[src/rtl/sfp_pkg.sv]
// Shared constants, types and command/status bundles for the serial frame parser.
`timescale 1ns / 1ps

package sfp_pkg;

    localparam int MAX_PAYLOAD = 64;
    localparam int ADDR_W      = (MAX_PAYLOAD > 1) ? $clog2(MAX_PAYLOAD) : 1;

    localparam int BYTE_W = 8;
    localparam int LEN_W  = 7;
    localparam int POS_W  = 6;

    localparam int CFG_IDX_W  = 1;
    localparam int CFG_DATA_W = 8;

    // configuration register indexes
    localparam logic [CFG_IDX_W-1:0] CFG_HEAD = 1'd0;
    localparam logic [CFG_IDX_W-1:0] CFG_TAIL = 1'd1;

    localparam logic [BYTE_W-1:0] HEAD_RESET = 8'hAA;
    localparam logic [BYTE_W-1:0] TAIL_RESET = 8'h55;

    // controller -> datapath
    typedef struct packed {
        logic start;        // head seen: seed sum, clear fill count
        logic ld_master;
        logic ld_sub;
        logic add_sum;      // fold the current beat into the sum
        logic ld_len;
        logic wr_data;      // store payload byte, bump fill count
        logic drain_start;  // good tail: rewind read pointer
        logic rd_en;        // issue one payload read
    } t_cmd;

    // datapath -> controller
    typedef struct packed {
        logic is_head;
        logic is_tail;
        logic len_big;
        logic len_zero;
        logic fill_last;
        logic sum_ok;
        logic can_issue;
        logic last_issue;
    } t_stat;

endpackage

[src/rtl/sfp_in_if.sv]
// Input channel: one received byte per beat.
`timescale 1ns / 1ps

interface sfp_in_if;
    import sfp_pkg::*;

    logic              valid;
    logic              ready;
    logic [BYTE_W-1:0] rx_byte;

    modport source (output valid, output rx_byte, input ready);
    modport sink   (input valid, input rx_byte, output ready);
endinterface

[src/rtl/sfp_out_if.sv]
// Output channel: one payload byte of an accepted frame per beat.
`timescale 1ns / 1ps

interface sfp_out_if;
    import sfp_pkg::*;

    logic              valid;
    logic              ready;
    logic [BYTE_W-1:0] mst_id;
    logic [BYTE_W-1:0] sub_id;
    logic [LEN_W-1:0]  payload_len;
    logic [BYTE_W-1:0] payload_byte;
    logic [POS_W-1:0]  byte_pos;
    logic              last_flag;

    modport source (
        output valid, output mst_id, output sub_id, output payload_len,
        output payload_byte, output byte_pos, output last_flag, input ready
    );
    modport sink (
        input valid, input mst_id, input sub_id, input payload_len,
        input payload_byte, input byte_pos, input last_flag, output ready
    );
endinterface

[src/rtl/sfp_ctrl.sv]
// Frame parser controller: phase state machine issuing datapath commands.
`timescale 1ns / 1ps

module sfp_ctrl
    import sfp_pkg::*;
(
    input  logic  i_clk,
    input  logic  i_rst_n,
    input  logic  i_valid,
    output logic  o_ready,
    input  t_stat i_stat,
    output t_cmd  o_cmd
);

    typedef enum logic [3:0] {
        ST_HUNT,
        ST_MASTER,
        ST_SUB,
        ST_TYPE,
        ST_LEN,
        ST_DATA,
        ST_CSUM,
        ST_TAIL,
        ST_DRAIN
    } t_state;

    t_state r_state;
    t_state n_state;
    logic   acc;

    assign o_ready = (r_state != ST_DRAIN);
    assign acc     = i_valid && o_ready;

    always_comb begin
        n_state = r_state;
        o_cmd   = '0;
        case (r_state)
            ST_HUNT: begin
                if (acc && i_stat.is_head) begin
                    o_cmd.start = 1'b1;
                    n_state     = ST_MASTER;
                end
            end
            ST_MASTER: begin
                if (acc) begin
                    o_cmd.ld_master = 1'b1;
                    o_cmd.add_sum   = 1'b1;
                    n_state         = ST_SUB;
                end
            end
            ST_SUB: begin
                if (acc) begin
                    o_cmd.ld_sub  = 1'b1;
                    o_cmd.add_sum = 1'b1;
                    n_state       = ST_TYPE;
                end
            end
            ST_TYPE: begin
                if (acc) begin
                    o_cmd.add_sum = 1'b1;
                    n_state       = ST_LEN;
                end
            end
            ST_LEN: begin
                if (acc) begin
                    o_cmd.add_sum = 1'b1;
                    o_cmd.ld_len  = 1'b1;
                    if (i_stat.len_big) begin
                        n_state = ST_HUNT;
                    end else if (i_stat.len_zero) begin
                        n_state = ST_CSUM;
                    end else begin
                        n_state = ST_DATA;
                    end
                end
            end
            ST_DATA: begin
                if (acc) begin
                    o_cmd.wr_data = 1'b1;
                    if (i_stat.fill_last) begin
                        n_state = ST_CSUM;
                    end
                end
            end
            ST_CSUM: begin
                if (acc) begin
                    n_state = i_stat.sum_ok ? ST_TAIL : ST_HUNT;
                end
            end
            ST_TAIL: begin
                if (acc) begin
                    // the tail beat is never reused as a head
                    n_state = ST_HUNT;
                    if (i_stat.is_tail) begin
                        o_cmd.drain_start = 1'b1;
                        n_state           = ST_DRAIN;
                    end
                end
            end
            ST_DRAIN: begin
                if (i_stat.can_issue) begin
                    o_cmd.rd_en = 1'b1;
                    if (i_stat.last_issue) begin
                        n_state = ST_HUNT;
                    end
                end
            end
            default: begin
                n_state = ST_HUNT;
            end
        endcase
    end

    always_ff @(posedge i_clk) begin
        if (!i_rst_n) begin
            r_state <= ST_HUNT;
        end else begin
            r_state <= n_state;
        end
    end

endmodule

[src/rtl/sfp_dpath.sv]
// Frame parser datapath: config, header fields, checksum, payload memory, output register.
`timescale 1ns / 1ps

module sfp_dpath
    import sfp_pkg::*;
(
    input  logic                  i_clk,
    input  logic                  i_rst_n,
    input  logic                  i_cfg_we,
    input  logic [CFG_IDX_W-1:0]  i_cfg_idx,
    input  logic [CFG_DATA_W-1:0] i_cfg_data,
    input  logic [BYTE_W-1:0]     i_rx_byte,
    input  t_cmd                  i_cmd,
    output t_stat                 o_stat,
    input  logic                  i_out_ready,
    output logic                  o_out_valid,
    output logic [BYTE_W-1:0]     o_mst_id,
    output logic [BYTE_W-1:0]     o_sub_id,
    output logic [LEN_W-1:0]      o_payload_len,
    output logic [BYTE_W-1:0]     o_payload_byte,
    output logic [POS_W-1:0]      o_byte_pos,
    output logic                  o_last_flag
);

    logic [BYTE_W-1:0] r_head;
    logic [BYTE_W-1:0] r_tail;
    logic [BYTE_W-1:0] r_master;
    logic [BYTE_W-1:0] r_sub;
    logic [LEN_W-1:0]  r_len;
    logic [LEN_W-1:0]  r_fill;
    logic [BYTE_W-1:0] r_sum;
    logic [LEN_W-1:0]  r_ptr;

    logic [BYTE_W-1:0] r_mem [MAX_PAYLOAD];

    // read stage: memory data plus the item's side fields
    logic              r_rd_vld;
    logic [BYTE_W-1:0] r_rd_data;
    logic [BYTE_W-1:0] r_rd_master;
    logic [BYTE_W-1:0] r_rd_sub;
    logic [LEN_W-1:0]  r_rd_len;
    logic [POS_W-1:0]  r_rd_pos;
    logic              r_rd_last;

    // output register
    logic              r_o_vld;
    logic [BYTE_W-1:0] r_o_master;
    logic [BYTE_W-1:0] r_o_sub;
    logic [LEN_W-1:0]  r_o_len;
    logic [BYTE_W-1:0] r_o_byte;
    logic [POS_W-1:0]  r_o_pos;
    logic              r_o_last;

    logic [LEN_W-1:0]  n_items;
    logic              load;

    // empty payload still yields one item
    assign n_items = (r_len == '0) ? LEN_W'(1) : r_len;
    assign load    = r_rd_vld && (!r_o_vld || i_out_ready);

    assign o_stat.is_head    = (i_rx_byte == r_head);
    assign o_stat.is_tail    = (i_rx_byte == r_tail);
    assign o_stat.len_big    = (i_rx_byte > BYTE_W'(MAX_PAYLOAD));
    assign o_stat.len_zero   = (i_rx_byte == '0);
    assign o_stat.fill_last  = ((r_fill + LEN_W'(1)) >= r_len);
    assign o_stat.sum_ok     = (i_rx_byte == r_sum);
    assign o_stat.can_issue  = !r_rd_vld || load;
    assign o_stat.last_issue = ((r_ptr + LEN_W'(1)) == n_items);

    always_ff @(posedge i_clk) begin
        if (!i_rst_n) begin
            r_head   <= HEAD_RESET;
            r_tail   <= TAIL_RESET;
            r_master <= '0;
            r_sub    <= '0;
            r_len    <= '0;
            r_fill   <= '0;
            r_sum    <= '0;
            r_ptr    <= '0;
            r_rd_vld <= 1'b0;
            r_o_vld  <= 1'b0;
        end else begin
            if (i_cfg_we) begin
                case (i_cfg_idx)
                    CFG_HEAD: r_head <= i_cfg_data;
                    CFG_TAIL: r_tail <= i_cfg_data;
                    default: begin
                    end
                endcase
            end
            if (i_cmd.start) begin
                r_sum  <= i_rx_byte;
                r_fill <= '0;
            end else if (i_cmd.add_sum || i_cmd.wr_data) begin
                r_sum <= r_sum + i_rx_byte;
            end
            if (i_cmd.ld_master) begin
                r_master <= i_rx_byte;
            end
            if (i_cmd.ld_sub) begin
                r_sub <= i_rx_byte;
            end
            if (i_cmd.ld_len) begin
                r_fill <= '0;
                r_len  <= o_stat.len_big ? '0 : i_rx_byte[LEN_W-1:0];
            end
            if (i_cmd.wr_data) begin
                r_fill <= r_fill + LEN_W'(1);
            end
            if (i_cmd.drain_start) begin
                r_ptr <= '0;
            end else if (i_cmd.rd_en) begin
                r_ptr <= r_ptr + LEN_W'(1);
            end
            if (i_cmd.rd_en) begin
                r_rd_vld <= 1'b1;
            end else if (load) begin
                r_rd_vld <= 1'b0;
            end
            if (load) begin
                r_o_vld <= 1'b1;
            end else if (i_out_ready) begin
                r_o_vld <= 1'b0;
            end
        end
    end

    always_ff @(posedge i_clk) begin
        if (i_cmd.wr_data) begin
            r_mem[r_fill[ADDR_W-1:0]] <= i_rx_byte;
        end
    end

    always_ff @(posedge i_clk) begin
        if (i_cmd.rd_en) begin
            r_rd_data   <= r_mem[r_ptr[ADDR_W-1:0]];
            r_rd_master <= r_master;
            r_rd_sub    <= r_sub;
            r_rd_len    <= r_len;
            r_rd_pos    <= r_ptr[POS_W-1:0];
            r_rd_last   <= o_stat.last_issue;
        end
        if (load) begin
            r_o_master <= r_rd_master;
            r_o_sub    <= r_rd_sub;
            r_o_len    <= r_rd_len;
            r_o_byte   <= (r_rd_len == '0) ? '0 : r_rd_data;
            r_o_pos    <= r_rd_pos;
            r_o_last   <= r_rd_last;
        end
    end

    assign o_out_valid    = r_o_vld;
    assign o_mst_id       = r_o_master;
    assign o_sub_id       = r_o_sub;
    assign o_payload_len  = r_o_len;
    assign o_payload_byte = r_o_byte;
    assign o_byte_pos     = r_o_pos;
    assign o_last_flag    = r_o_last;

`ifndef ASSERT_OFF
    a_fill_bound: assert property (@(posedge i_clk) disable iff (!i_rst_n)
        r_fill <= LEN_W'(MAX_PAYLOAD))
        else $error("fill count past max payload");

    a_rd_in_range: assert property (@(posedge i_clk) disable iff (!i_rst_n)
        i_cmd.rd_en |-> (r_ptr < n_items))
        else $error("payload read past frame end");

    a_load_shows: assert property (@(posedge i_clk) disable iff (!i_rst_n)
        load |=> r_o_vld)
        else $error("loaded item not presented");

    a_last_pos: assert property (@(posedge i_clk) disable iff (!i_rst_n)
        (r_o_vld && r_o_last) |->
            ((r_o_len == '0) || ((LEN_W'(r_o_pos) + LEN_W'(1)) == r_o_len)))
        else $error("last flag on wrong position");
`endif

endmodule

[src/rtl/serial_frame_parser.sv]
// Top level of the serial frame parser: controller, datapath and channel hookup.
`timescale 1ns / 1ps

// Byte-serial frame receiver with an 8-bit additive checksum.
// i_rx carries one received byte per beat. The parser hunts for the head
// byte, then takes master id, sub id, type, length, the payload, a checksum
// byte and a tail byte. A bad checksum, a bad tail or a length above
// MAX_PAYLOAD drops the frame silently and hunting restarts on the next beat.
// On a good tail, o_frm gives one beat per payload byte (one beat with byte 0
// for an empty payload), each carrying master id, sub id and length.
// Rate: one input beat per cycle while parsing. After the tail beat, i_rx is
// held off while the payload reads issue through the single read port of
// the payload memory, one read per cycle while a slot is free.
// After the edge that takes the tail beat, each item passes the read stage
// and the output register before o_frm.valid rises; then one beat per
// cycle while the receiver keeps ready high.
// If the receiver stalls, a read stage and the output register hold two items;
// reads pause until a slot frees, and input stays held until all reads issue.
// A new frame may start while the last items still wait on o_frm.
// Reset (i_rst_n low at a clock edge) returns to hunting, clears the header
// fields and checksum, restores head 0xAA and tail 0x55 and empties the
// output. Configuration writes take effect at the next edge, no read-back.
module serial_frame_parser
    import sfp_pkg::*;
(
    input  logic                  i_clk,
    input  logic                  i_rst_n,
    sfp_in_if.sink                i_rx,
    sfp_out_if.source             o_frm,
    input  logic                  i_cfg_we,
    input  logic [CFG_IDX_W-1:0]  i_cfg_idx,
    input  logic [CFG_DATA_W-1:0] i_cfg_data
);

    t_cmd  cmd;
    t_stat stat;
    logic  rx_ready;

    sfp_ctrl u_ctrl (
        .i_clk   (i_clk),
        .i_rst_n (i_rst_n),
        .i_valid (i_rx.valid),
        .o_ready (rx_ready),
        .i_stat  (stat),
        .o_cmd   (cmd)
    );

    sfp_dpath u_dpath (
        .i_clk          (i_clk),
        .i_rst_n        (i_rst_n),
        .i_cfg_we       (i_cfg_we),
        .i_cfg_idx      (i_cfg_idx),
        .i_cfg_data     (i_cfg_data),
        .i_rx_byte      (i_rx.rx_byte),
        .i_cmd          (cmd),
        .o_stat         (stat),
        .i_out_ready    (o_frm.ready),
        .o_out_valid    (o_frm.valid),
        .o_mst_id       (o_frm.mst_id),
        .o_sub_id       (o_frm.sub_id),
        .o_payload_len  (o_frm.payload_len),
        .o_payload_byte (o_frm.payload_byte),
        .o_byte_pos     (o_frm.byte_pos),
        .o_last_flag    (o_frm.last_flag)
    );

    // input is held off only while the payload drains
    assign i_rx.ready = rx_ready;

endmodule
[src/flat_wrapper.sv]
// flat-port wrapper written by rule: the top's interface ports become plain ports
module serial_frame_parser_flat import sfp_pkg::*;
  (i_clk, i_rst_n, i_cfg_we, i_cfg_idx, i_cfg_data, i_rx_valid, i_rx_rx_byte, i_rx_ready, o_frm_valid, o_frm_mst_id, o_frm_sub_id, o_frm_payload_len, o_frm_payload_byte, o_frm_byte_pos, o_frm_last_flag, o_frm_ready);
  sfp_in_if i_rx_i ();
  sfp_out_if o_frm_i ();
  input  logic i_clk;
  input  logic i_rst_n;
  input  logic i_cfg_we;
  input  logic [CFG_IDX_W-1:0] i_cfg_idx;
  input  logic [CFG_DATA_W-1:0] i_cfg_data;
  input wire logic [$bits(i_rx_i.valid)-1:0] i_rx_valid;
  input wire logic [$bits(i_rx_i.rx_byte)-1:0] i_rx_rx_byte;
  output wire logic [$bits(i_rx_i.ready)-1:0] i_rx_ready;
  output wire logic [$bits(o_frm_i.valid)-1:0] o_frm_valid;
  output wire logic [$bits(o_frm_i.mst_id)-1:0] o_frm_mst_id;
  output wire logic [$bits(o_frm_i.sub_id)-1:0] o_frm_sub_id;
  output wire logic [$bits(o_frm_i.payload_len)-1:0] o_frm_payload_len;
  output wire logic [$bits(o_frm_i.payload_byte)-1:0] o_frm_payload_byte;
  output wire logic [$bits(o_frm_i.byte_pos)-1:0] o_frm_byte_pos;
  output wire logic [$bits(o_frm_i.last_flag)-1:0] o_frm_last_flag;
  input wire logic [$bits(o_frm_i.ready)-1:0] o_frm_ready;
  assign i_rx_i.valid = i_rx_valid;
  assign i_rx_i.rx_byte = i_rx_rx_byte;
  assign i_rx_ready = i_rx_i.ready;
  assign o_frm_valid = o_frm_i.valid;
  assign o_frm_mst_id = o_frm_i.mst_id;
  assign o_frm_sub_id = o_frm_i.sub_id;
  assign o_frm_payload_len = o_frm_i.payload_len;
  assign o_frm_payload_byte = o_frm_i.payload_byte;
  assign o_frm_byte_pos = o_frm_i.byte_pos;
  assign o_frm_last_flag = o_frm_i.last_flag;
  assign o_frm_i.ready = o_frm_ready;
  serial_frame_parser u_core (.i_clk(i_clk), .i_rst_n(i_rst_n), .i_rx(i_rx_i), .o_frm(o_frm_i), .i_cfg_we(i_cfg_we), .i_cfg_idx(i_cfg_idx), .i_cfg_data(i_cfg_data));
endmodule
[config.mk]
export PLATFORM = sky130hd
export DESIGN_NAME = serial_frame_parser_flat
export DESIGN_NICKNAME = d
export VERILOG_FILES = /design/src/rtl/sfp_pkg.sv /design/src/rtl/sfp_in_if.sv /design/src/rtl/sfp_out_if.sv /design/src/rtl/sfp_ctrl.sv /design/src/rtl/sfp_dpath.sv /design/src/rtl/serial_frame_parser.sv /design/src/flat_wrapper.sv
export SDC_FILE = /design/constraint.sdc
export NUM_CORES = 1
export LEC_CHECK = 0
export BUFFER_PORTS_ARGS = -buffer_cell sky130_fd_sc_hd__buf_4
export CAP_MARGIN = 20
export CORE_MARGIN = 3
export CORE_UTILIZATION = 40
export DETAILED_ROUTE_END_ITERATION = 6
export GPL_TIMING_DRIVEN = 0
export PLACE_DENSITY_LB_ADDON = 0.3
export SLEW_MARGIN = 10
export SYNTH_ARGS = -nofsm -noshare
export SYNTH_HDL_FRONTEND = slang
export SYNTH_SLANG_ARGS = --single-unit
[constraint.sdc]
create_clock -name i_clk -period 3.5 [get_ports i_clk]
set_input_delay 0.175 -clock i_clk [delete_from_list [all_inputs] [get_ports i_clk]]
set_output_delay 0.175 -clock i_clk [all_outputs]
set_load 0.1 [all_outputs]
==> results by group, run 1 <==
CTS
  – Root buffer cell: clkbuf_16
  – Clock transition at path regs: about 0.06 ns
  – Sink Count: roughly 660
  – Htree depth: 3
  – TritonCTS clock tree: yes
  – CTS Buffer Depth: 3
  – Worst skew pair latency: 0.59 ns
  – Num CTS Buffers: between 60 and 70

Synth
  – Seq cells post-synth: approximately 660
  – Ys Warns: 0
  – Number of synthesized flops with an enable pin: between 500 and 600
  – Sequential-to-total area share from yosys stat: approximately 74%
  – Mapped Area: 25,790 µm²
  – Ys flop type: edfxtp_1
  – Synth area leader: edfxtp_1
  – Cell variety after synth: 60
  – Syn_nets: around 1,400
  – Synth Instances: 1,375
  – Largest cells by area after synthesis: edfxtp_1 68%, mux4_2 14%, dfxtp_1 5.2%
  – Synth top area share: between 60% and 70%
  – Avg Synthesized Cell Area: around 19 µm²
  – Async SR Flop Fraction: 0%

Timing
  – FMAX: 0.2909 GHz
  – Relative slew slack: 36.88%
  – Final setup vio count: 0
  – Worst Skew: 0.02192 ns
  – Final hold vios: 0
  – RSZ-0062 raised after global routing: true
  – Fin Hold WS: 0.04227 ns
  – Final worst path period need: 3.437 ns
  – Slew @ Worst Pin: roughly 0.94 ns
  – Final period util: slightly below 100%
  – Max-slew violation count: 0

GRT
  – GR Overflow Total: 0
  – First-pass GRT wire length: a little under 90,000 µm
  – Pin count of the biggest net entering global routing: 69
  – Vias in the first global route: about 13,000
  – Total track usage: 17.85%
  – Initial antenna violation count: 1

Worst setup path
  – Worst-path cell chain: buf_6 > nand3_1 > nor2_1 > nand3_1 > nor2_1
  – CP required: 3.71 ns
  – Critical Path Sink Type: register
  – Crit path kind: register to register
  – R2r setup slk: roughly 0.063 ns
  – Reg2reg end: u_core.u_dpath.r_mem[5][2]
  – Crit path max fanout: 10
  – Register-to-Register Path Depth: 5
  – Reg2reg start: u_core.u_ctrl.r_state[0]
  – Critical-path top delay cell: nor2_1
  – CP arrival: ~3.7 ns
  – Worst path max stage delay: ~0.92 ns
  – CP startpoint kind: register

Finish
  – Antenna Diode Count: 0
  – Commonest cells after routing, fill and taps aside: 588 x edfxtp_1, 160 x mux4_2, 117 x nor2_1, 74 x nand2_1, 70 x clkbuf_16
  – Finished Cell Area: ~30,000 µm²
  – Area growth, synth to finish: 14.76%
  – Nets@finish: 1,554
  – Commonest non-fill, non-tap cell in the layout: edfxtp_1
  – Layout cells sized above 1: a little under a quarter

Die
  – Row cnt: 92
  – Die Ht: around 260 µm
  – Chip width: 259.9 µm
  – Full die area: roughly 68,000 µm²
  – Ports: 62
  – Core Footprint: approximately 63,000 µm²
  – Initial Util: between 40% and 50%

Placement
  – Routability cong.: between 0.8 and 0.9
  – IO buf count: 59
  – Post-DP HPWL: ~38,000 µm
  – Post-DP Area: 27,370 µm²

Detailed routing
  – DR WL/cell: between 20 and 25 µm
  – DRC: 0
  – Post-Route WL: roughly 59,000 µm
  – DR pass1 iterations: 5
  – Vias per cell: roughly 5.5
  – Detail Route Antenna Nets: 0
  – Initial DRC Count: around 1,300
  – Routed vias: ~13,000

Run
  – Number of max-cap violations: 0

Power and ir drop
  – Pleak: around 9.3 nW
  – Total power: 16.16 mW
  – Pwr dens: ~550 nW/µm²
  – Maximum vdd drop: ~0.00038 V

Hold path
  – Min-delay src: i_rst_n
  – HP Class: input port to register
  – Worst Hold Path EP: u_core.u_dpath.r_sum[7]
  – Hold depth: 3

Outcome
  – Status: finished, final reports clean
-- cells in the mapped netlist, types with 11 or more instances --
cell and instances:
a21oi_1 35, a22oi_1 22, and2_1 11, buf_2 25
clkbuf_1 39, dfxtp_1 67, edfxtp_1 588, ha_1 16
inv_1 13, mux2i_1 17, mux4_2 160, nand2_1 74
nand3_1 28, nor2_1 118, nor3_1 13, o21ai_0 11
xnor2_1 25
-- per-layer routing --
| layer | track usage [%] | up-vias | part of all wire, % |
|---|---|---|---|
| met1 | 24.78 | 6901 | 42 |
| met4 | 5.777 | 0 | 2.4 |
| li1 | - | 5780 | - |
| met5 | 0 | - | 0 |
| met2 | 28.68 | 475 | 49 |
| met3 | 3.301 | 93 | 6.8 |
-- critical path: cells and delay by family, from the launching register on --
kind | cells | cell delay, ns
flip-flops | 1 | 0.42
buffers and inverters | 1 | 0.17
AND/OR/NAND/NOR | 4 | 2.45
-- final cells by class --
type / count / area [µm²]
fillers: 5251 / 33830
clock buffers: 84 / 1824
multi-input cells: 625 / 6355
clock inverters: 31 / 290.3
well taps: 846 / 1059
inverters: 16 / 63.81
flip-flops and latches: 655 / 19000
plain buffers: 79 / 402.9
repair buffers: 72 / 601.8
-- power by group --
group          internal, mW  switching, mW  total, mW
registers              8.56         0.0465       8.61
clock network          4.05           2.85       6.91
logic                 0.244          0.398      0.642
-- registers in the layout, indices dropped and copies added, names as in the netlist, 4 cells and up --
register                       count
u_core.u_dpath.r_fill              7
u_core.u_dpath.o_byte_pos          6
u_core.u_dpath.o_sub_id            8
u_core.u_dpath.r_rd_len            7
u_core.u_dpath.r_rd_data           8
u_core.u_dpath.r_rd_sub            8
u_core.u_ctrl.r_state              4
u_core.u_dpath.o_payload_byte      8
u_core.u_dpath.r_sum               8
u_core.u_dpath.r_rd_master         8
u_core.u_dpath.r_mem             512
u_core.u_dpath.o_mst_id            8
u_core.u_dpath.o_payload_len       7
u_core.u_dpath.r_head              8
u_core.u_dpath.r_len               7
u_core.u_dpath.r_rd_pos            6
u_core.u_dpath.r_tail              8
u_core.u_dpath.r_ptr               7
u_core.u_dpath.r_sub               8
u_core.u_dpath.r_master            8
-- worst max-delay path by stage --
stage                          startpoint                      endpoint
6_report         u_core.u_ctrl.r_state[0]    u_core.u_dpath.r_mem[5][2]
4_1_cts           u_core.u_dpath.r_ptr[1]   u_core.u_dpath.r_rd_data[5]
5_1_grt          u_core.u_ctrl.r_state[0]   u_core.u_dpath.r_mem[54][5]
3_3_place_gp      u_core.u_dpath.r_ptr[1]   u_core.u_dpath.r_rd_data[4]
2_1_floorplan  u_core.u_dpath.o_out_valid  u_core.u_dpath.o_byte_pos[0]
3_5_place_dp      u_core.u_dpath.r_ptr[1]   u_core.u_dpath.r_rd_data[2]
-- per-stage QoR --
step	setup WS [ns]	std cells	utilization (%)	TNS (ns)
final	0.06273	2408	46.66	0
after global routing	-0.03964	2408	46.66	-1.344
after CTS	-0.008554	2408	46.65	-0.01932
after detailed placement	-0.3380	2284	43.14	-1.857
after global placement	-0.3676	2280	43.02	-2.114
after floorplan	0.4053	1375	-	0
-- cells by family (layout without fill, tap and decap cells) --
kind of cell             Yosys count  after routing  share of synthesized area, %
multiplexers                     177            177                         14.63
AO/OA/AOI/OAI                     96             96                         2.407
flip-flops                       655            655                         73.67
XOR/XNOR                          37             37                         1.417
adder cells (fa/ha/maj)           17             17                        0.8539
buffers and inverters             95            282                         1.722
AND/OR/NAND/NOR                  298            298                         5.294
-- what timing repair did --
item | 4_1_cts | 5_1_grt
endpoints found under the setup margin | 6 | 63
setup buffers | 0 | 0
resized for setup | 7 | 7
hold endpoints to repair | 17 | 0
gates cloned | 0 | 0
hold buffers | 9 | 0
Power figures use the tool's default switching activity.
==> inputs of run 2 (changes only) <==
- HOLD_SLACK_MARGIN: default -> 0.03
- RECOVER_POWER: default -> 50
==> run 2 against run 1 <==
  * Sequential share of layout area shrank 0.084 points
  * Critical endpoint unchanged
  * Power grew 0.10%
  * Sequential cell count stayed put
  * Sequential power hardly changed
  * Register-to-register slack is essentially flat
==> results by group, run 2 (synthesis results as in run 1) <==
Timing
  – Final worst path period need: 3.431 ns (was 3.437 ns)
  – Final setup vio count: 0 (unchanged)
  – Final setup TNS: 0 ns (unchanged)
  – Final period util: 98.02% (was 98.21%)
  – FMAX: 0.2915 GHz (was 0.2909 GHz)
  – Max-slew violation count: 0 (unchanged)
  – RSZ-0062 raised after global routing: true (unchanged)
  – Slew @ Worst Pin: 1.348 ns (was 0.9434 ns)
  – Worst Skew: 0.02400 ns (was 0.02192 ns)
  – Final hold vios: 0 (unchanged)
  – Relative slew slack: 9.925% (was 36.88%)

Outcome
  – Status: finished, final reports clean (unchanged)

Detailed routing
  – DR pass1 iterations: 5 (unchanged)
  – Detail Route Antenna Nets: 0 (unchanged)
  – Post-Route WL: 59,500 µm (was 59,260 µm)
  – Vias per cell: 5.525 (was 5.502)
  – Routed vias: 13,330 (was 13,250)
  – Initial DRC Count: 1,332 (was 1,315)
  – DRC: 0 (unchanged)
  – DR WL/cell: 24.66 µm (was 24.61 µm)

Worst setup path
  – Worst-path cell chain: buf_6 > nand3_1 > nor2_1 > nand3_1 > nor2_1 (unchanged)
  – Critical-path top delay cell: nor2_1 (unchanged)
  – CP startpoint kind: register (unchanged)
  – Critical Path Sink Type: register (unchanged)
  – Worst path depth: 5 (unchanged)
  – Crit path max fanout: 10 (unchanged)
  – CP delay by family, top: simple AND/OR/NAND/NOR gates (unchanged)
  – Register-to-Register Path Depth: 5 (unchanged)
  – Crit path kind: register to register (unchanged)
  – CP Buf/Inv Count: 1 (unchanged)
  – CP required: 3.71 ns (about the same)
  – CP arrival: 3.64 ns (was 3.65 ns)
  – Worst path max stage delay: 0.92 ns (about the same)

GRT
  – Vias in the first global route: 13,480 (was 13,430)
  – Initial antenna violation count: 1 (unchanged)
  – Met1 usage: 24.85% (was 24.78%)
  – Met2 usage: 28.74% (was 28.68%)
  – Pin count of the biggest net entering global routing: 69 (unchanged)
  – Most used routing layer: met2 (unchanged)
  – First-pass GRT wire length: 88,100 µm (was 87,840 µm)
  – Total track usage: 17.89% (was 17.85%)
  – Met3 usage: 3.301% (unchanged)
  – GR Overflow Total: 0 (unchanged)

Finish
  – Layout cells sized above 1: 23.61% (was 23.82%)
  – Area occupied by multi-input gates: 6347 µm² (was 6355 µm²)
  – Finished Cell Area: 29,630 µm² (was 29,590 µm²)
  – Fillers: 5,247 (was 5,251)
  – Antenna Diode Count: 0 (unchanged)
  – Commonest cells after routing, fill and taps aside: 588 x edfxtp_1, 160 x mux4_2, 117 x nor2_1, 74 x nand2_1, 70 x clkbuf_16 (unchanged)
  – Commonest non-fill, non-tap cell in the layout: edfxtp_1 (unchanged)
  – Number of flip-flops in the largest register: 512 (unchanged)
  – FF+latch area: 19,000 µm² (unchanged)
  – Area growth, synth to finish: 14.92% (was 14.76%)
  – Nets@finish: 1,559 (was 1,554)
  – Post-layout util: 46.72% (was 46.66%)

CTS
  – Post-CTS setup buffers: 0 (unchanged)
  – Root buffer cell: clkbuf_16 (unchanged)
  – Sink Count: 655 (unchanged)
  – Num CTS Buffers: 66 (unchanged)
  – Htree depth: 3 (unchanged)
  – CTS Buffer Depth: 3 (unchanged)
  – TritonCTS clock tree: yes (unchanged)
  – Clock transition at path regs: 0.06 ns (about the same)
  – Worst skew pair latency: 0.59 ns (about the same)

Placement
  – Post-DP HPWL: 38,470 µm (unchanged)
  – IO buf count: 59 (unchanged)
  – Routability cong.: 0.8643 (unchanged)
  – Post-DP Area: 27,370 µm² (unchanged)

Die
  – Chip width: 259.9 µm (unchanged)
  – Core Footprint: 63,430 µm² (unchanged)
  – Row cnt: 92 (unchanged)
  – Initial Util: 40.66% (unchanged)
  – Ports: 62 (unchanged)
  – Die Ht: 259.9 µm (unchanged)
  – Full die area: 67,550 µm² (unchanged)

Power and ir drop
  – Total power: 16.18 mW (was 16.16 mW)
  – Maximum vdd drop: 0.0003743 V (was 0.0003752 V)
  – Pleak: 9.331 nW (was 9.317 nW)
  – Pwr dens: 545.9 nW/µm² (was 546.0 nW/µm²)

Hold path
  – HP Class: input port to register (unchanged)
  – Hold depth: 3 (unchanged)

Run
  – Number of max-cap violations: 0 (unchanged)
run 2: cell count changes in the layout (fill, tap and decap cells not counted):
| cell | delta |
|---|---|
| buf_4 | -1 |
| nor2b_1 | +1 |
| dlygate4sd3_1 | +5 |
| clkbuf_1 | +1 |
| nor2b_4 | -1 |
run 2: routing by layer:
| layer | vias to the layer above | routed length, µm |
|---|---|---|
| li1 | 5785 | - |
| met1 | 6955 | 25040 |
| met2 | 504 | 29050 |
| met3 | 87 | 3998 |
| met4 | 0 | 1406 |
| met5 | - | 0 |
run 2: area by class of cell:
| cell class | count | share of cell area, % |
|---|---|---|
| Sequential cell | 655 | 64.11 |
| Multi-Input combinational cell | 625 | 21.42 |
| Clock buffer | 84 | 6.156 |
| Tap cell | 846 | 3.572 |
| Timing Repair Buffer | 77 | 2.200 |
| Buffer | 79 | 1.347 |
| Clock inverter | 31 | 0.9796 |
| Inverter | 16 | 0.2153 |
run 2: worst register-to-register path, cell delays in order (launching register included):
cell	delay (ns)
dfxtp_1	0.42
buf_6	0.17
nand3_1	0.23
nor2_1	0.55
nand3_1	0.76
nor2_1	0.92
run 2: what timing repair did:
action	in CTS	in global routing
hold buffers	14	0
setup endpoints to repair	6	63
resized for setup	7	7
cloned	0	0
endpoints found under the hold margin	19	0
run 2: power breakdown:
group | internal, mW | total, mW | switching (mW) | leakage, nW
Sequential | 8.56 | 8.61 | 0.0462 | 5.84
Combinational | 0.247 | 0.647 | 0.400 | 2.45
Clock | 4.05 | 6.92 | 2.86 | 1.04
run 2: metrics by stage:
step	hold WS [ns]	setup WS (ns)	instances
after floorplan	0.2739	0.4053	1375
after global routing	0.1022	-0.03964	2413
after global placement	0.4015	-0.3676	2280
final	0.06118	0.06927	2413
after detailed placement	0.4045	-0.3380	2284
after CTS	0.03523	-0.008554	2413
run 2: worst paths after layout:
kind | from | to | slack, ns
hold reg to reg | u_core.u_dpath.r_rd_pos[0] | u_core.u_dpath.o_byte_pos[0] | 0.42
setup / recovery | u_core.u_ctrl.r_state[0] | u_core.u_dpath.r_mem[5][2] | 0.07
setup reg to reg | u_core.u_ctrl.r_state[0] | u_core.u_dpath.r_mem[5][2] | 0.07
hold / removal | i_rx_valid | u_core.u_dpath.r_sum[6] | 0.06
==> inputs of run 3 (changes only) <==
- CORE_ASPECT_RATIO: default -> 0.6
==> run 3 against run 2 <==
  * The flow now finishes with violations (capacitance limit, slew limit, setup timing)
  * Sequential cell count unchanged
  * Sequential share of layout area increased by 0.67 points
  * Core utilization decreased by 0.36 points
  * Sequential power about the same
  * Global-route usage increased by 0.95 points
  * First-iteration DRC count increased by 32%
  * Clock skew increased by 0.0086 ns
  * Cell area decreased by 1.0%
  * Clock power decreased by 10%
  * Non-clock buffer count increased by 1
==> results by group, run 3 (synthesis results as in run 1) <==
Run
  – Number of max-cap violations: 2 (was 0)

Die
  – Die Ht: 202.7 µm (was 259.9 µm)
  – Core Footprint: 63,250 µm² (was 63,430 µm²)
  – Initial Util: 40.77% (was 40.66%)
  – Row cnt: 71 (was 92)
  – Ports: 62 (unchanged)
  – Full die area: 67,650 µm² (was 67,550 µm²)
  – Chip width: 333.8 µm (was 259.9 µm)

Finish
  – Fillers: 5,328 (was 5,247)
  – Number of flip-flops in the largest register: 512 (unchanged)
  – Commonest cells after routing, fill and taps aside: 588 x edfxtp_1, 160 x mux4_2, 115 x nor2_1, 74 x nand2_1, 67 x dfxtp_1 (was 588 x edfxtp_1, 160 x mux4_2, 117 x nor2_1, 74 x nand2_1, 70 x clkbuf_16)
  – Area occupied by multi-input gates: 6352 µm² (was 6347 µm²)
  – Nets@finish: 1,550 (was 1,559)
  – Area growth, synth to finish: 13.72% (was 14.92%)
  – FF+latch area: 19,000 µm² (unchanged)
  – Post-layout util: 46.36% (was 46.72%)
  – Layout cells sized above 1: 22.72% (was 23.61%)
  – Commonest non-fill, non-tap cell in the layout: edfxtp_1 (unchanged)

CTS
  – Htree depth: 2 (was 3)
  – Post-CTS setup buffers: 0 (unchanged)
  – TritonCTS clock tree: yes (unchanged)
  – Worst skew pair latency: 0.62 ns (was 0.59 ns)
  – CTS Buffer Depth: 3 (unchanged)
  – Clock transition at path regs: 0.07 ns (was 0.06 ns)
  – Root buffer cell: clkbuf_16 (unchanged)
  – Num CTS Buffers: 56 (was 66)
  – Sink Count: 655 (unchanged)

Outcome
  – Status: finished, violations left (was finished, final reports clean)
  – Failing checks: capacitance limit, slew limit, setup timing

Power and ir drop
  – Pwr dens: 528.3 nW/µm² (was 545.9 nW/µm²)
  – Total power: 15.49 mW (was 16.18 mW)
  – Maximum vdd drop: 0.0003182 V (was 0.0003743 V)
  – Pleak: 9.154 nW (was 9.331 nW)

Placement
  – Routability cong.: 0.9229 (was 0.8643)
  – Dpl ws: -0.3600 ns (was -0.3380 ns)
  – Post-DP HPWL: 41,830 µm (was 38,470 µm)
  – IO buf count: 59 (unchanged)

Worst setup path
  – Worst-path cell chain: buf_6 > nand3_1 > nor2_1 > nand3_1 > nor2_1 (unchanged)
  – Register-to-Register Path Depth: 5 (unchanged)
  – Crit path kind: register to register (unchanged)
  – Crit path max fanout: 10 (unchanged)
  – CP startpoint kind: register (unchanged)
  – CP arrival: 3.74 ns (was 3.64 ns)
  – Critical Path Sink Type: register (unchanged)
  – CP required: 3.73 ns (was 3.71 ns)
  – Critical-path top delay cell: nor2_1 (unchanged)
  – Worst path max stage delay: 0.99 ns (was 0.92 ns)

Detailed routing
  – DR WL/cell: 26.47 µm (was 24.66 µm)
  – Vias per cell: 5.686 (was 5.525)
  – Detail Route Antenna Nets: 0 (unchanged)
  – DR pass1 iterations: 6 (was 5)
  – Initial DRC Count: 1,762 (was 1,332)
  – Post-Route WL: 63,470 µm (was 59,500 µm)
  – DRC: 0 (unchanged)
  – Routed vias: 13,630 (was 13,330)

Hold path
  – Hold depth: 3 (unchanged)
  – HP Class: input port to register (unchanged)

Timing
  – Final setup margin: -0.01074 ns (was 0.06927 ns)
  – Final worst path period need: 3.511 ns (was 3.431 ns)
  – Final setup TNS: -0.08027 ns (was 0 ns)
  – Final period util: 100.3% (was 98.02%)
  – FMAX: 0.2848 GHz (was 0.2915 GHz)
  – Worst Skew: 0.03257 ns (was 0.02400 ns)
  – Relative slew slack: -15.74% (was 9.925%)
  – RSZ-0062 raised after global routing: true (unchanged)
  – Final setup vio count: 15 (was 0)
  – Max-slew violation count: 105 (was 0)
  – Final hold vios: 0 (unchanged)
  – Slew @ Worst Pin: 1.736 ns (was 1.348 ns)

GRT
  – Initial antenna violation count: 3 (was 1)
  – Vias in the first global route: 13,200 (was 13,480)
  – Total track usage: 18.85% (was 17.89%)
  – GR Overflow Total: 0 (unchanged)
  – Pin count of the biggest net entering global routing: 69 (unchanged)
  – First-pass GRT wire length: 92,270 µm (was 88,100 µm)
## run 3: cell types whose count changed in the layout (fill, tap and decap cells not counted), sizes merged
| cell | before | now |
|---|---|---|
| diode | 0 | 1 |
| clkinv | 26 | 30 |
| clkinvlp | 2 | 3 |
| inv | 14 | 15 |
| clkbuf | 124 | 116 |
| dlygate4sd3 | 14 | 15 |
| buf | 100 | 92 |
## run 3: path summary, 6_finish.rpt
check	start	endpoint	slack [ns]
max	u_core.u_ctrl.r_state[0]	u_core.u_dpath.r_mem[5][4]	-0.01
min	i_rst_n	u_core.u_dpath.r_sum[7]	0.09
max reg2reg	u_core.u_ctrl.r_state[0]	u_core.u_dpath.r_mem[5][4]	-0.01
min reg2reg	u_core.u_dpath.r_rd_pos[0]	u_core.u_dpath.o_byte_pos[0]	0.42
## run 3: area by class of cell
type / count / share of cell area, %
Inverter: 16 / 0.2176
Multi-Input combinational cell: 625 / 21.66
Clock inverter: 37 / 1.092
Timing Repair Buffer: 78 / 2.155
Sequential cell: 655 / 64.78
Tap cell: 839 / 3.580
Clock buffer: 68 / 5.077
Antenna cell: 1 / 0.008533
Buffer: 79 / 1.425
## run 3: power breakdown
part | internal, mW | switching, mW | total, mW
logic | 0.249 | 0.423 | 0.672
registers | 8.56 | 0.0458 | 8.61
clock network | 3.40 | 2.81 | 6.22
total | 12.2 | 3.28 | 15.5
## run 3: timing repair
item | in CTS | in global routing
endpoints found under the setup margin | 8 | 34
endpoints found under the hold margin | 19 | 0
resized for setup | 9 | 11
hold buffers | 15 | 0
## run 3: metrics by stage
step	instances	hold slack, ns	area, µm²
3_3_place_gp	2273	0.3981	27280
5_1_grt	2398	0.1369	29330
6_report	2398	0.09075	29330
3_5_place_dp	2276	0.4028	27330
2_1_floorplan	1375	0.2739	25790
4_1_cts	2396	0.03595	29310
## run 3: critical path, delay by kind of cell (launching register included)
family	cells	cell delay [ns]
flops	1	0.39
simple gates	4	2.56
buf+inv	1	0.16
## run 3: per-layer routing
metal	up-vias	GRT usage [%]	share of wire, %	routed length, µm
li1	5771	-	-	-
met1	7090	30.97	48	30620
met2	695	24.61	39	24740
met3	76	5.620	11	7168
met4	2	3.230	1.5	925
met5	-	0	0.017	11
